<file path="src/rtl/core/rdip_pkg.sv">
// Shared types and constants for the random draw index pool.
// Used by rdip_mod_unit and random_draw_index_pool_unit; depends on nothing.
`default_nettype none

package rdip_pkg;

   // coordinate, key, count, random and step widths; pool depth
   localparam int COORD_W    = 4;
   localparam int KEY_W      = 3 * COORD_W;
   localparam int POOL_DEPTH = 1 << KEY_W;
   localparam int COUNT_W    = KEY_W + 1;
   localparam int RAND_W     = 16;
   localparam int STEP_W     = 4;

   // grid size defaults
   localparam int DEF_ROW_COUNT   = 16;
   localparam int DEF_COL_COUNT   = 16;
   localparam int DEF_LAYER_COUNT = 16;

   // action codes
   localparam logic [1:0] ACT_INSERT = 2'd0;
   localparam logic [1:0] ACT_DRAW   = 2'd1;
   localparam logic [1:0] ACT_REMOVE = 2'd2;
   localparam logic [1:0] ACT_NONE   = 2'd3;

   // status codes
   localparam logic [1:0] ST_DONE   = 2'd0;
   localparam logic [1:0] ST_EMPTY  = 2'd1;
   localparam logic [1:0] ST_REFUSE = 2'd2;

   // modulo unit progress flags
   typedef struct packed {
      logic busy;
      logic done;
   } mod_status_type;

endpackage

`default_nettype wire

</file>
<file path="src/rtl/core/rdip_mod_unit.sv">
// Iterative restoring modulo unit: random value mod live entry count.
// One quotient bit per cycle; depends on rdip_pkg.
`default_nettype none

module rdip_mod_unit (
   input  wire                          clock,
   input  wire                          reset,
   input  wire                          start,
   input  wire [rdip_pkg::RAND_W-1:0]   dividend,
   input  wire [rdip_pkg::COUNT_W-1:0]  divisor,
   output rdip_pkg::mod_status_type     status,
   output logic [rdip_pkg::KEY_W-1:0]   remainder
);
   import rdip_pkg::*;

   logic [KEY_W-1:0]   rem_ff, rem_in;
   logic [RAND_W-1:0]  quo_ff, quo_in;
   logic [COUNT_W-1:0] div_ff, div_in;
   logic [STEP_W-1:0]  step_ff, step_in;
   logic               busy_ff, busy_in;
   logic               done_ff, done_in;
   logic [COUNT_W-1:0] trial;
   logic [COUNT_W-1:0] diff;

   // shift in the next dividend bit and try the subtract
   assign trial = {rem_ff, quo_ff[RAND_W-1]};
   assign diff  = trial - div_ff;

   always_comb begin
      rem_in  = rem_ff;
      quo_in  = quo_ff;
      div_in  = div_ff;
      step_in = step_ff;
      busy_in = busy_ff;
      done_in = 1'b0;
      if (start) begin
         rem_in  = '0;
         quo_in  = dividend;
         div_in  = divisor;
         step_in = '0;
         busy_in = 1'b1;
      end else if (busy_ff) begin
         rem_in  = (trial >= div_ff) ? diff[KEY_W-1:0] : trial[KEY_W-1:0];
         quo_in  = {quo_ff[RAND_W-2:0], 1'b0};
         step_in = step_ff + 1'b1;
         if (step_ff == STEP_W'(RAND_W - 1)) begin
            busy_in = 1'b0;
            done_in = 1'b1;
         end
      end
   end

   // control state
   always_ff @(posedge clock) begin
      if (reset) begin
         busy_ff <= 1'b0;
         done_ff <= 1'b0;
         step_ff <= '0;
      end else begin
         busy_ff <= busy_in;
         done_ff <= done_in;
         step_ff <= step_in;
      end
   end

   // datapath
   always_ff @(posedge clock) begin
      rem_ff <= rem_in;
      quo_ff <= quo_in;
      div_ff <= div_in;
   end

   assign status.busy = busy_ff;
   assign status.done = done_ff;
   assign remainder   = rem_ff;

endmodule

`default_nettype wire

</file>
<file path="config.mk">
export PLATFORM = sky130hd
export DESIGN_NAME = rdip_mod_unit
export DESIGN_NICKNAME = d
export VERILOG_FILES = /design/src/rtl/core/rdip_pkg.sv /design/src/rtl/core/rdip_mod_unit.sv
export SDC_FILE = /design/constraint.sdc
export NUM_CORES = 1
export LEC_CHECK = 0
export ABC_AREA = 1
export BUFFER_PORTS_ARGS = -buffer_cell sky130_fd_sc_hd__buf_2
export CAP_MARGIN = 20
export CELL_PAD_IN_SITES_DETAIL_PLACEMENT = 0
export CELL_PAD_IN_SITES_GLOBAL_PLACEMENT = 1
export CORE_MARGIN = 2
export CORE_UTILIZATION = 35
export CTS_CLUSTER_DIAMETER = 200
export DETAILED_ROUTE_END_ITERATION = 10
export PLACE_DENSITY_LB_ADDON = 0.1
export SLEW_MARGIN = 20
export SYNTH_ARGS = -nofsm -noshare
export SYNTH_HDL_FRONTEND = slang
export SYNTH_SLANG_ARGS = --single-unit
</file>
<file path="constraint.sdc">
create_clock -name clock -period 2.6 [get_ports clock]
set_input_delay 0.13 -clock clock [delete_from_list [all_inputs] [get_ports clock]]
set_output_delay 0.13 -clock clock [all_outputs]
set_load 0.05 [all_outputs]
</file>
==> impl_metrics.tcl <==
set metrics [dict create \
    power_leakage_nw 1.688 \
    timing_worst_setup_path_type "reg2reg" \
    drv.max_cap_violation_count 0 \
    timing_max_transition_violations_final 0 \
    fmax_mhz 452.5 \
    crit_chain "ha_1 -> nand2_1 -> nand2_1 -> nand2_1 -> nand3_2 -> nand2_2 -> nand3_2 -> nand2_1 -> nand2_1 -> o21ai_0" \
    worstSetupPathDepth 10 \
    synthDominantAreaCellType "edfxtp_1" \
    synth_nets 399 \
    grt_pass1_wl_um 10850 \
    post_synth.cell_area_avg_um2 7.692 \
    clock_tree.root_cell "clkbuf_8" \
    drtPass1Iterations 4 \
    fraction_of_final_layout_cells_with_drive_strength_greater_than_1 0.1687 \
    critical_path_required_ns 2.83 \
    crit_path_start "remainder[1]$_SDFFE_PP0P_" \
    worst_ep_arrival_time_ns 2.44 \
    grt_setup_unrepaired "false" \
    die_height_um 91.96 \
    grt_overflow 0 \
    holdWs_ns 0.01284 \
    top_library_cells_by_usage_in_the_layout_fill_and_taps_aside "133 x nand2_1, 57 x inv_1, 45 x buf_2" \
    die_footprint_mm2 0.008456 \
    dpl.hpwl_um 4618 \
    floorplan.io_pins 46 \
    path_common_cell "nand2_1" \
    placed_cell_area_mm2 0.003018 \
    hp-class "in2reg" \
    synth_top_cells_by_area "edfxtp_1 32%, nand2_1 18%, dfxtp_1 13%" \
    grt_use_total 0.1609 \
    post-synth-top-area-fraction 0.3216 \
    ant_nets 0 \
    route.detailed.wl_per_inst_um 12.17 \
    final-setup-viol-count 0 \
    rows 32 \
    cts_buffer_depth 2 \
    synthToLayoutAreaGrowth_pct 20.56 \
    numPortBuffers 45 \
    worst_setup_ep "remainder[2]$_SDFFE_PP0P_" \
    nNetsFinal 455 \
    ys_ff_latch 47 \
    gp_routability_congestion 0.8514 \
    cp-end-kind "flop" \
    chip_width_um 91.96 \
    final_critical_path_share_of_the_clock_period 0.8500 \
    vdd.ir_drop.worst_v 0.0002520 \
    ys_warn_count 0 \
    worstRegToRegCells 10 \
    cts_setup_buffers 0 \
    r2r_start "remainder[1]$_SDFFE_PP0P_" \
    report.final.hold_viol_count 0 \
    worst-path-buf-inv 0 \
    routed_via_density 4.501 \
    synth.distinct_cells 22 \
    clk_latency_ns 0.30 \
    path_max_fanout 13 \
    dr.first_iter.drc_count 105 \
    worst_path_dominant_cell_family "simple AND/OR/NAND/NOR gates" \
    r2r_slack_ns 0.39 \
    final_common_cell "nand2_1" \
    total_number_of_vias 2300 \
    slowest_delay_ns 0.40 \
    antenna_violations_before_repair 0 \
    maxSlewHeadroom 0.3812 \
    antenna_cells 0 \
    power_density_mw_per_mm2 503.9 \
    cts_tree "yes" \
    finalInstanceArea_mm2 0.003264 \
    aggregate_negative_setup_slack_ns 0 \
    clk_pin_slew_worst_paths_ns 0.09 \
    worst_path_max_delay_cell "ha_1" \
    cts.sink_count 47 \
    post_syn_instances 352 \
    mapped_cell_area_mm2 0.002708 \
    cp-start-kind "flop" \
    core-area_mm2 0.007607 \
    ys_seq_area_frac 0.4547 \
    worst_slew_pin_slew_ns 0.9248 \
    cts-buffers-inserted 5 \
    outcome "finished, final reports clean" \
    clock_tree.htree_level_count 2 \
    first_global_vias 2291 \
    grt_max_degree 33 \
    crit-reg2reg-capture "remainder[2]$_SDFFE_PP0P_" \
    finalWirelength_um 6217 \
    initial_utilization 0.3559 \
    finalCriticalPeriod_ns 2.210 \
    number_of_inserted_filler_cells_in_the_final_layout 835 \
    remaining_drc_errors 0 \
    final.setup_skew_ns 0.005630 \
]
how the worst min path moves through the flow:
stage,startpoint,end,depth (start not counted)
floorplan,reset,busy_ff$_SDFF_PP0_,1
global placement,divisor[11],div_ff[11]$_DFFE_PP_,1
detailed placement,divisor[2],div_ff[2]$_DFFE_PP_,1
CTS,divisor[4],div_ff[4]$_DFFE_PP_,1
global route,divisor[11],div_ff[11]$_DFFE_PP_,1
finish,divisor[11],div_ff[11]$_DFFE_PP_,1
logic make-up after synthesis:
| logic type | synth area share |
|---|---|
| adders and majority gates | 0.07209 |
| buffers and inverters | 0.1031 |
| xor gates and xnor gates | 0.01617 |
| DFF | 0.4547 |
| AOI/OAI and AO/OA | 0.02357 |
| and+or+nand+nor | 0.3304 |
repair_timing:
| action | CTS | global route |
|---|---|---|
| hold buffers | 11 | 2 |
| gates resized for setup | 0 | 0 |
| hold endpoints to repair | 11 | 2 |
cells in the mapped netlist:
master    instances
a21oi_1           8
a21oi_2           1
and2_1            1
buf_2             4
buf_4             2
buf_6             1
clkbuf_1          5
dfxtp_1          18
edfxtp_1         29
fa_1              1
ha_1             14
inv_1            57
nand2_1         133
nand2_2           3
nand3_1          26
nand3_2           6
nand4_1          16
nor2_1           15
nor2_2            3
nor3_1            1
o21ai_0           3
xnor2_1           5
worst register-to-register path: cells and delay by family (launching register included):
family	cells	cell delay (ns)
flops	1	0.35
fa+ha+maj	1	0.40
compound gates	1	0.17
simple gates	8	1.21
sequential cells by signal (all words and copies together) (netlist names):
signal     cells
step_ff        4
div_ff        13
busy_ff        1
remainder     12
quo_ff        16
done_ff        1
where the power goes:
group          total [mW]  switching, mW  internal, mW
logic               0.221          0.134        0.0868
registers           0.861         0.0168         0.844
clock network       0.563          0.271         0.292
total                1.65          0.422          1.22
stage by stage:
step | cells | setup slack (ns) | total power, mW | utilization
after global routing | 511 | 0.1798 | 1.734 | 0.4291
final | 511 | 0.3901 | 1.645 | 0.4291
after detailed placement | 490 | 0.3884 | 1.088 | 0.3967
after floorplan | 352 | 0.6584 | 1.018 | -
after CTS | 509 | 0.3519 | 1.666 | 0.4265
after global placement | 490 | 0.4186 | 1.086 | 0.3967
final cells by class:
class	instances	area, µm²	area share
well taps	102	127.6	0.03910
repair buffers	61	377.9	0.1158
flip-flops and latches	47	1231	0.3772
inverters	57	214.0	0.06554
clock buffers	5	68.82	0.02108
multi-input cells	236	1197	0.3668
clock inverters	3	47.55	0.01456
metal layers:
metal  global-route usage  share of wire  up-vias
met5                    0              0        -
li1                     -              -     1222
met4              0.04104          0.012        0
met2               0.2745           0.47       32
met1               0.2098           0.48     1039
met3              0.03122          0.035        7
No activity file was read; power rests on OpenSTA's default activity.
